===== src/rtl/poset_closure_matrix_assert.svh =====
// ----------------------------------------------------------------------------
// Assertion macros for the poset closure matrix block
// Each macro expands to a concurrent assertion in simulation and to
// nothing when SYNTHESIS is defined.
// ----------------------------------------------------------------------------
`ifndef POSET_CLOSURE_MATRIX_ASSERT_SVH
`define POSET_CLOSURE_MATRIX_ASSERT_SVH

`ifndef SYNTHESIS
// Same-cycle implication, disabled while reset is active.
`define PCM_ASSERT_IMPL(name, clk, rstn, pre, post) \
    name: assert property (@(posedge clk) disable iff (!(rstn)) (pre) |-> (post)) \
        else $error("poset_closure_matrix: assertion failed");
// Next-cycle implication, disabled while reset is active.
`define PCM_ASSERT_NEXT(name, clk, rstn, pre, post) \
    name: assert property (@(posedge clk) disable iff (!(rstn)) (pre) |=> (post)) \
        else $error("poset_closure_matrix: assertion failed");
`else
`define PCM_ASSERT_IMPL(name, clk, rstn, pre, post)
`define PCM_ASSERT_NEXT(name, clk, rstn, pre, post)
`endif

`endif


===== src/rtl/pcm_pkg.sv =====
// ----------------------------------------------------------------------------
// pcm_pkg
// Shared types, field widths and defaults of the poset closure matrix block.
// ----------------------------------------------------------------------------
package pcm_pkg;

    localparam int DEF_ELEMENTS = 32;
    localparam int DEF_SLOTS    = 4;

    localparam int OPCODE_W  = 3;
    localparam int SLOT_W    = 2;
    localparam int ELEM_W    = 5;
    localparam int S_TDATA_W = 24;
    localparam int M_TDATA_W = 8;

    typedef enum logic [OPCODE_W-1:0] {
        OP_CREATE = 3'd0,
        OP_DELETE = 3'd1,
        OP_COPY   = 3'd2,
        OP_ADD    = 3'd3,
        OP_REMOVE = 3'd4,
        OP_QUERY  = 3'd5
    } op_t;

    typedef enum logic [2:0] {
        ST_IDLE,
        ST_DECODE,
        ST_READ_X,
        ST_READ_Y,
        ST_SWEEP,
        ST_DRAIN,
        ST_FIX,
        ST_DONE
    } state_t;

    typedef enum logic [1:0] {
        RD_X,
        RD_Y,
        RD_SWEEP
    } rd_sel_t;

    // Commands from the controller to the datapath.
    typedef struct packed {
        logic    capture;
        logic    rd_en;
        rd_sel_t rd_sel;
        logic    cap_row_x;
        logic    cap_row_y;
        logic    sweep_start;
        logic    sweep_step;
        logic    ok_load;
        logic    ok_val;
        logic    valid_set;
        logic    valid_clr;
        logic    fix_write;
        logic    out_load;
    } cmd_t;

    // Status from the datapath to the controller.
    typedef struct packed {
        op_t  op;
        logic slot_in;
        logic src_in;
        logic slot_valid;
        logic src_valid;
        logic same_slot;
        logic elems_in;
        logic x_ne_y;
        logic bit_xy;
        logic bit_yx;
        logic sweep_last;
        logic direct;
        logic out_free;
    } status_t;

endpackage


===== src/rtl/pcm_ctrl.sv =====
// ----------------------------------------------------------------------------
// pcm_ctrl
// Command sequencer: decodes the captured transaction and steps the datapath
// through its checks, the row walk and the result hand-off.
// ----------------------------------------------------------------------------
module pcm_ctrl (
    input  logic              aclk,
    input  logic              aresetn,
    input  logic              s_tvalid,
    output logic              s_tready,
    input  pcm_pkg::status_t  status,
    output pcm_pkg::cmd_t     cmd
);
    import pcm_pkg::*;

    state_t state_reg;
    state_t state_next;

    always_ff @(posedge aclk) begin
        if (!aresetn) begin
            state_reg <= ST_IDLE;
        end else begin
            state_reg <= state_next;
        end
    end

    always_comb begin
        cmd        = '0;
        cmd.rd_sel = RD_X;
        s_tready   = 1'b0;
        state_next = state_reg;
        unique case (state_reg)
            ST_IDLE: begin
                s_tready = 1'b1;
                if (s_tvalid) begin
                    cmd.capture = 1'b1;
                    state_next  = ST_DECODE;
                end
            end
            ST_DECODE: begin
                // Failing checks fall through to a zero result.
                cmd.ok_load = 1'b1;
                cmd.ok_val  = 1'b0;
                state_next  = ST_DONE;
                if (status.slot_in) begin
                    unique case (status.op)
                        OP_CREATE: begin
                            if (!status.slot_valid) begin
                                cmd.ok_load     = 1'b0;
                                cmd.sweep_start = 1'b1;
                                state_next      = ST_SWEEP;
                            end
                        end
                        OP_DELETE: begin
                            cmd.ok_val    = status.slot_valid;
                            cmd.valid_clr = 1'b1;
                        end
                        OP_COPY: begin
                            if (status.src_in && status.src_valid) begin
                                if (status.same_slot) begin
                                    cmd.ok_val    = 1'b1;
                                    cmd.valid_set = 1'b1;
                                end else begin
                                    cmd.ok_load     = 1'b0;
                                    cmd.sweep_start = 1'b1;
                                    state_next      = ST_SWEEP;
                                end
                            end
                        end
                        OP_ADD, OP_REMOVE: begin
                            if (status.elems_in && status.x_ne_y && status.slot_valid) begin
                                cmd.ok_load = 1'b0;
                                cmd.rd_en   = 1'b1;
                                cmd.rd_sel  = RD_X;
                                state_next  = ST_READ_X;
                            end
                        end
                        OP_QUERY: begin
                            if (status.elems_in && status.slot_valid) begin
                                cmd.ok_load = 1'b0;
                                cmd.rd_en   = 1'b1;
                                cmd.rd_sel  = RD_X;
                                state_next  = ST_READ_X;
                            end
                        end
                        default: begin
                            cmd.ok_val = 1'b0;
                        end
                    endcase
                end
            end
            ST_READ_X: begin
                cmd.ok_load = 1'b1;
                cmd.ok_val  = 1'b0;
                state_next  = ST_DONE;
                unique case (status.op)
                    OP_QUERY: begin
                        cmd.ok_val = status.bit_xy;
                    end
                    OP_REMOVE: begin
                        if (status.bit_xy) begin
                            cmd.ok_load     = 1'b0;
                            cmd.cap_row_x   = 1'b1;
                            cmd.sweep_start = 1'b1;
                            state_next      = ST_SWEEP;
                        end
                    end
                    OP_ADD: begin
                        if (!status.bit_xy) begin
                            cmd.ok_load = 1'b0;
                            cmd.rd_en   = 1'b1;
                            cmd.rd_sel  = RD_Y;
                            state_next  = ST_READ_Y;
                        end
                    end
                    default: begin
                        cmd.ok_val = 1'b0;
                    end
                endcase
            end
            ST_READ_Y: begin
                if (status.bit_yx) begin
                    cmd.ok_load = 1'b1;
                    cmd.ok_val  = 1'b0;
                    state_next  = ST_DONE;
                end else begin
                    cmd.cap_row_y   = 1'b1;
                    cmd.sweep_start = 1'b1;
                    state_next      = ST_SWEEP;
                end
            end
            ST_SWEEP: begin
                cmd.sweep_step = 1'b1;
                cmd.rd_en      = 1'b1;
                cmd.rd_sel     = RD_SWEEP;
                if (status.sweep_last) begin
                    state_next = ST_DRAIN;
                end
            end
            ST_DRAIN: begin
                if (status.op == OP_REMOVE) begin
                    state_next = ST_FIX;
                end else begin
                    cmd.ok_load   = 1'b1;
                    cmd.ok_val    = 1'b1;
                    cmd.valid_set = 1'b1;
                    state_next    = ST_DONE;
                end
            end
            ST_FIX: begin
                cmd.fix_write = status.direct;
                cmd.ok_load   = 1'b1;
                cmd.ok_val    = status.direct;
                state_next    = ST_DONE;
            end
            ST_DONE: begin
                if (status.out_free) begin
                    cmd.out_load = 1'b1;
                    state_next   = ST_IDLE;
                end
            end
            default: begin
                state_next = ST_IDLE;
            end
        endcase
    end

endmodule


===== config.mk =====
export PLATFORM = sky130hd
export DESIGN_NAME = pcm_ctrl
export DESIGN_NICKNAME = d
export VERILOG_FILES = /design/src/rtl/poset_closure_matrix_assert.svh /design/src/rtl/pcm_pkg.sv /design/src/rtl/pcm_ctrl.sv
export SDC_FILE = /design/constraint.sdc
export NUM_CORES = 1
export LEC_CHECK = 0
export BUFFER_PORTS_ARGS = -buffer_cell sky130_fd_sc_hd__buf_2
export CAP_MARGIN = 20
export CELL_PAD_IN_SITES_DETAIL_PLACEMENT = 2
export CELL_PAD_IN_SITES_GLOBAL_PLACEMENT = 2
export CORE_UTILIZATION = 21
export CTS_CLUSTER_DIAMETER = 200
export CTS_CLUSTER_SIZE = 24
export DETAILED_ROUTE_END_ITERATION = 16
export GPL_TIMING_DRIVEN = 0
export PLACE_DENSITY_LB_ADDON = 0.1
export SLEW_MARGIN = 20
export SYNTH_ARGS = -nofsm -noshare
export SYNTH_HDL_FRONTEND = slang
export SYNTH_SLANG_ARGS = --single-unit

===== constraint.sdc =====
create_clock -name aclk -period 1.4 [get_ports aclk]
set_input_delay 0.07 -clock aclk [delete_from_list [all_inputs] [get_ports aclk]]
set_output_delay 0.07 -clock aclk [all_outputs]
set_load 0.03 [all_outputs]

==> results.json, run 1 <==
{
  "die_h_um": 54.07,
  "multiInputGateArea_um2": 593.1,
  "synth.distinct_cells": 44,
  "violations": "setup timing",
  "seq_power_share_pct": 11.2,
  "skew_ns": 0.01171,
  "endpoint_kind": "primary output",
  "clk_pin_slew_ns": 0.04,
  "rsz0062_at_grt": "yes",
  "final_cell_area_um2": 1115,
  "yosys_warnings": 0,
  "drtAntennaViolNets": 0,
  "max_slew_margin_pct": 69.43,
  "avgRoutedWirePerCell_um": 17.53,
  "rr_startpoint": "state_reg[2]",
  "via_count": 802,
  "synthArstFlopShare_pct": 0,
  "grt_start_max_net_pins": 11,
  "finalNetCount": 143,
  "slowest_delay_ns": 0.36,
  "reg2reg_depth": 6,
  "synth_area_um2": 569.3,
  "hold_viol": 0,
  "start_util_pct": 22.57,
  "synth.area.top_cells": "dfxtp_1 (11%), nor2_1 (5.9%), nor3b_1 (5.3%), nand2_1 (4.0%), buf_2 (3.5%)",
  "drive_above_1_share_pct": 66.94,
  "seq_area_frac_synth_pct": 10.55,
  "synth-seq-cells": 3,
  "fin_worst_hold_slack_ns": 0.1037,
  "drtPass1Iterations": 4,
  "worstPathCellList": "buf_8 -> nand2_2 -> a211oi_2 -> o21bai_4 -> a2111o_1 -> buf_6",
  "period_share_pct": 110.5,
  "synth_ff_type": "dfxtp_1",
  "cts_made_buffers": 3,
  "syn_inst": 78,
  "worstPathRequired_ns": 1.33,
  "critical_path_arrival_ns": 1.48,
  "min_period_ns": 1.547,
  "core-area_um2": 2522,
  "crit_path_start_kind": "flip-flop",
  "synth.net_count": 96,
  "cpMaxStageDelayCell": "dfxtp_4",
  "cts_tree": "done",
  "worstSetupStartpoint": "state_reg[2]",
  "diodes": 0,
  "gp_congestion": 0.7167,
  "post_dp_cell_area_um2": 820.8,
  "yosys-top-cells-count": "nor2_1 (9), nand2_1 (6), buf_2 (4), nand3_1 (4), nor3b_1 (4)",
  "fmax_ghz": 0.6465,
  "cts.sinks": 3,
  "grt_pass1_vias": 786,
  "syn_to_final_growth_pct": 95.82,
  "yosys.area.top_type_share_pct": 10.55,
  "hold_buffers": 0,
  "clk_path_buf_depth": 2,
  "hpwl_um": 1790,
  "vdd_ir_drop_max_mv": 1.150,
  "drtIter0Drc": 4,
  "ios": 33,
  "avgSynthCellArea_um2": 7.299,
  "antenna_found_initial": 0,
  "seqCellArea_um2": 71.32,
  "power_switching_uw": 954.9,
  "run_status": "finished with violations",
  "synth_edf_count": 0,
  "setup_ws_ns": -0.1467,
  "cts_root_buffer": "clkbuf_4",
  "p_int_uw": 990.6,
  "rrSetupSlack_ns": -0.08,
  "cp_max_fo": 6,
  "grt_pass1_wl_um": 3615,
  "p_leak_uw": 0.0004902,
  "cp-endpoint": "cmd[4]",
  "maxCapViolCount": 0,
  "routed_wl_um": 2700,
  "fp.dieW_um": 54.07,
  "fill_cells": 291,
  "comb_power_share_pct": 80.7,
  "synth.most_common_cell": "nor2_1",
  "via_per_inst": 5.208,
  "hold_class": "in -> reg",
  "criticalPathCategory": "reg -> out",
  "portBuffers": 32,
  "htreeDepth": 1,
  "die_area_um2": 2923,
  "insertion_delay_ns": 0.24,
  "largest_register_ffs": 3,
  "num_rows": 18,
  "drcViolationCount": 0,
  "power.clock.fraction_pct": 8.1,
  "setup_violations": 10,
  "worst_slew_pin_slew_ns": 0.4576,
  "power_density_nw_per_um2": 1745,
  "grt_use_total_pct": 17.90,
  "r2r_end": "state_reg[0]",
  "globalRouteOverflowTotal": 0,
  "slew_viol_final": 0,
  "sw_frac_of_total_pct": 49.08,
  "yosysTopAreaCell": "dfxtp_1"
}
[how the worst min path moves through the flow]
stage | startpoint | end | slack [ns] | cells past startpoint
final | aresetn | state_reg[0] | 0.10 | 3
after floorplan | aresetn | state_reg[1] | 0.19 | 1
after detailed placement | aresetn | state_reg[1] | 0.35 | 2
after global placement | aresetn | state_reg[1] | 0.34 | 2
after CTS | aresetn | state_reg[1] | 0.11 | 2
after global routing | aresetn | state_reg[0] | 0.12 | 3
[layout make-up]
type / instances / area share [%]
well taps: 30 / 3.367
clock buffers: 4 / 2.357
plain buffers: 6 / 4.938
multi-input cells: 65 / 53.20
repair buffers: 42 / 28.17
inverters: 4 / 1.571
flip-flops and latches: 3 / 6.397
[metrics by stage]
stage          setup WS, ns  std cells  TNS, ns  util, %  power [µW]
2_1_floorplan      -0.06883         78  -0.1526        -       928.5
3_3_place_gp        -0.1883        140  -0.3704    32.54        1189
3_5_place_dp        -0.1935        140  -0.3549    32.54        1202
4_1_cts             -0.1282        149  -0.6085    38.99        1652
5_1_grt             -0.2059        154   -1.421    44.20        2048
6_report            -0.1467        154  -0.9290    44.20        1945
[placed cells by master (no fill, tap or decap), types with 3 or more instances in the layout]
cell	count
nand2_1	4
nor2_4	3
buf_2	22
clkbuf_4	3
nor3b_4	3
buf_4	11
nor2_1	5
a21oi_1	3
buf_6	13
dfxtp_4	3
[routing by layer]
metal | part of all wire, % | global-route usage, % | wire length (µm) | vias to the layer above
met1 | 40 | 19.34 | 1087 | 391
met3 | 3.9 | 2.542 | 106 | 4
met5 | 0 | 0 | 0 | -
li1 | - | - | - | 385
met2 | 54 | 33.95 | 1466 | 22
met4 | 1.5 | 7.692 | 40 | 0
[power by group through the flow]
stage	clock, µW	combinational [µW]	sequential [µW]
3_5_place_dp	0	1030	169
6_report	158	1570	217
3_3_place_gp	0	1020	166
4_1_cts	164	1290	203
2_1_floorplan	0	775	153
5_1_grt	171	1650	227
[cells by family (layout without fill, tap and decap cells)]
logic type             Yosys count  in the layout  share of synthesized area [%]
AND/OR/NAND/NOR                 39             39                          41.54
AO/OA/AOI/OAI                   24             24                          35.39
buffers and inverters           10             56                          8.790
flip-flops                       3              3                          10.55
multiplexers                     2              2                          3.736
[timing repair]
item | CTS | global route
resized for setup | 34 | 28
pin swaps | 7 | 8
setup endpoints to repair | 17 | 17
buffers inserted | 5 | 5
[worst max-delay path, delay by kind of cell, from the launching register on]
| kind | cells | cell delay (ns) |
|---|---|---|
| AOI/OAI and AO/OA | 3 | 0.53 |
| buffers and inverters | 2 | 0.29 |
| DFF | 1 | 0.36 |
| and+or+nand+nor | 1 | 0.06 |
Power figures use the tool's default switching activity.
==> run 2: changes to the inputs <==
--- a/config.mk
+++ b/config.mk
@@ -5,11 +5,12 @@
 export SDC_FILE = /design/constraint.sdc
 export NUM_CORES = 1
 export LEC_CHECK = 0
+export ABC_AREA = 1
 export BUFFER_PORTS_ARGS = -buffer_cell sky130_fd_sc_hd__buf_2
 export CAP_MARGIN = 20
 export CELL_PAD_IN_SITES_DETAIL_PLACEMENT = 2
 export CELL_PAD_IN_SITES_GLOBAL_PLACEMENT = 2
-export CORE_UTILIZATION = 21
+export CORE_UTILIZATION = 18
 export CTS_CLUSTER_DIAMETER = 200
 export CTS_CLUSTER_SIZE = 24
 export DETAILED_ROUTE_END_ITERATION = 16
==> run 2 against run 1 <==
Net effect: the run still ends with setup timing left; wire length fell by 7.7%; clock skew fell by 0.0076 ns; final area fell by 4.0%; synthesized cell count rose by 45%; critical endpoint unchanged; first-iteration DRC count rose to 4.0 times the previous value.
==> results.json, run 2 <==
{
  "grt_pass1_wl_um": 4181,
  "synth.most_common_cell": "nand2_1",
  "fin_worst_hold_slack_ns": 0.06209,
  "drtAntennaViolNets": 0,
  "critical_path_arrival_ns": 1.48,
  "rr_startpoint": "state_reg[1]",
  "slowest_delay_ns": 0.31,
  "insertion_delay_ns": 0.23,
  "antenna_found_initial": 0,
  "period_share_pct": 110.9,
  "drive_above_1_share_pct": 47.13,
  "setup_violations": 6,
  "routed_wl_um": 2492,
  "fp.dieW_um": 58.49,
  "worstSetupStartpoint": "state_reg[2]",
  "synth.distinct_cells": 21,
  "cts_root_buffer": "clkbuf_4",
  "cts_made_buffers": 3,
  "avgSynthCellArea_um2": 5.082,
  "via_per_inst": 4.423,
  "die_h_um": 58.49,
  "cts_tree": "done",
  "start_util_pct": 18.97,
  "yosysTopAreaCell": "nand2_1",
  "hold_class": "in -> reg",
  "crit_path_start_kind": "flip-flop",
  "worst_slew_pin_slew_ns": 0.2250,
  "synthArstFlopShare_pct": 0,
  "gp_congestion": 0.7712,
  "yosys.area.top_type_share_pct": 22.88,
  "syn_to_final_growth_pct": 86.28,
  "drtPass1Iterations": 4,
  "htreeDepth": 1,
  "worstPathRequired_ns": 1.33,
  "avgRoutedWirePerCell_um": 12.40,
  "syn_inst": 113,
  "seq_area_frac_synth_pct": 10.46,
  "die_area_um2": 3421,
  "via_count": 889,
  "largest_register_ffs": 3,
  "finalPower_uw": 1779,
  "drtIter0Drc": 16,
  "grt_start_max_net_pins": 8,
  "fmax_ghz": 0.6439,
  "min_period_ns": 1.553,
  "synth.area.top_cells": "nand2_1 (23%), nor2_1 (13%), inv_1 (11%), dfxtp_1 (10%), nand3_1 (7.8%)",
  "ios": 33,
  "setup_ws_ns": -0.1530,
  "final_cell_mix": "nand2_1 (31), buf_2 (22), inv_1 (16)",
  "pre_cts_ws_ns": -0.1292,
  "finalNetCount": 176,
  "rsz0062_at_grt": "yes",
  "yosys_warnings": 0,
  "path_buf_inv": 3,
  "worstPathCellList": "buf_6 -> inv_1 -> nor3_4 -> and2_4 -> nor3_2 -> nand2_4 -> buf_6",
  "cpMaxStageDelayCell": "dfxtp_2",
  "skew_ns": 0.004076,
  "diodes": 0,
  "p_leak_uw": 0.0005512,
  "placed_cells": 189,
  "max_slew_margin_pct": 84.95,
  "core-area_um2": 3028,
  "clk_pin_slew_ns": 0.04,
  "criticalPathCategory": "reg -> out",
  "portBuffers": 32,
  "violations": "setup timing",
  "cp_top_family": "simple AND/OR/NAND/NOR gates",
  "cp_max_fo": 7,
  "fin_setup_tns_ns": -0.4671,
  "vdd_ir_drop_max_mv": 0.6848,
  "endpoint_kind": "primary output",
  "fin_cells": 201,
  "maxCapViolCount": 0,
  "run_status": "finished with violations",
  "worstHoldStart": "aresetn",
  "cts.sinks": 3,
  "final_common_cell": "nand2_1",
  "synth_ff_type": "dfxtp_1",
  "synth_area_um2": 574.3,
  "grt_use_total_pct": 15.55,
  "crit_path_frequent_cell": "buf_6",
  "num_rows": 20,
  "grt_pass1_vias": 946,
  "power_density_nw_per_um2": 1663,
  "yosys-top-cells-count": "nand2_1 (35), nor2_1 (20), inv_1 (17)",
  "clk_path_buf_depth": 2,
  "hold_viol": 0,
  "globalRouteOverflowTotal": 0,
  "synth-seq-cells": 3,
  "fill_cells": 368,
  "synth.net_count": 131,
  "drcViolationCount": 0,
  "synth_edf_count": 0,
  "hpwl_um": 2006,
  "slew_viol_final": 0
}
==> run 2: cell families after synthesis <==
logic type,Yosys count,synth area share (%)
buffers and inverters,21,14.60
AND/OR/NAND/NOR,81,66.45
AO/OA/AOI/OAI,8,8.496
flip-flops,3,10.46
==> run 2: power breakdown <==
part	switching (µW)	internal [µW]
registers	46.9	143
logic	888	548
clock network	46.4	107
==> run 2: path summary, 6_finish.rpt <==
check	endpoint	slack (ns)	cells after the start
max reg2reg	state_reg[2]	0.01	9
min	state_reg[1]	0.06	3
max	cmd[4]	-0.15	7
min reg2reg	state_reg[2]	0.72	4
==> run 2: final cells by class <==
| class | instances | area [µm²] | share of cell area [%] |
|---|---|---|---|
| inverters | 19 | 76.32 | 7.134 |
| flip-flops and latches | 3 | 68.82 | 6.433 |
| clock buffers | 4 | 26.28 | 2.456 |
| multi-input cells | 89 | 545.5 | 50.99 |
| repair buffers | 40 | 279.0 | 26.08 |
| plain buffers | 2 | 18.77 | 1.754 |
| well taps | 44 | 55.05 | 5.146 |
==> run 2: metal layers <==
metal / track usage [%] / up-vias / wire (µm)
li1: - / 447 / -
met1: 20.88 / 421 / 1187
met2: 28.57 / 21 / 1234
met3: 0.2198 / 0 / 70
met4: 2.041 / 0 / 0
met5: 0 / - / 0
==> run 2: tightest hold or removal path: stages <==
cell     delay [ns]
buf_2          0.10
nand2_1        0.05
inv_1          0.04
==> run 2: metrics by stage <==
step / cell area, µm² / utilization (%)
after CTS: 1025 / 33.84
after global routing: 1070 / 35.33
after floorplan: 603.1 / -
final: 1070 / 35.33
after global placement: 818.3 / 27.02
after detailed placement: 818.3 / 27.02
==> run 2: repair_timing <==
item                       in CTS  in global routing
buffers inserted                9                  1
cloned                          0                  0
hold buffers                    0                  0
pin swaps                       8                  4
resized for setup              32                 17
setup endpoints to repair      13                 14
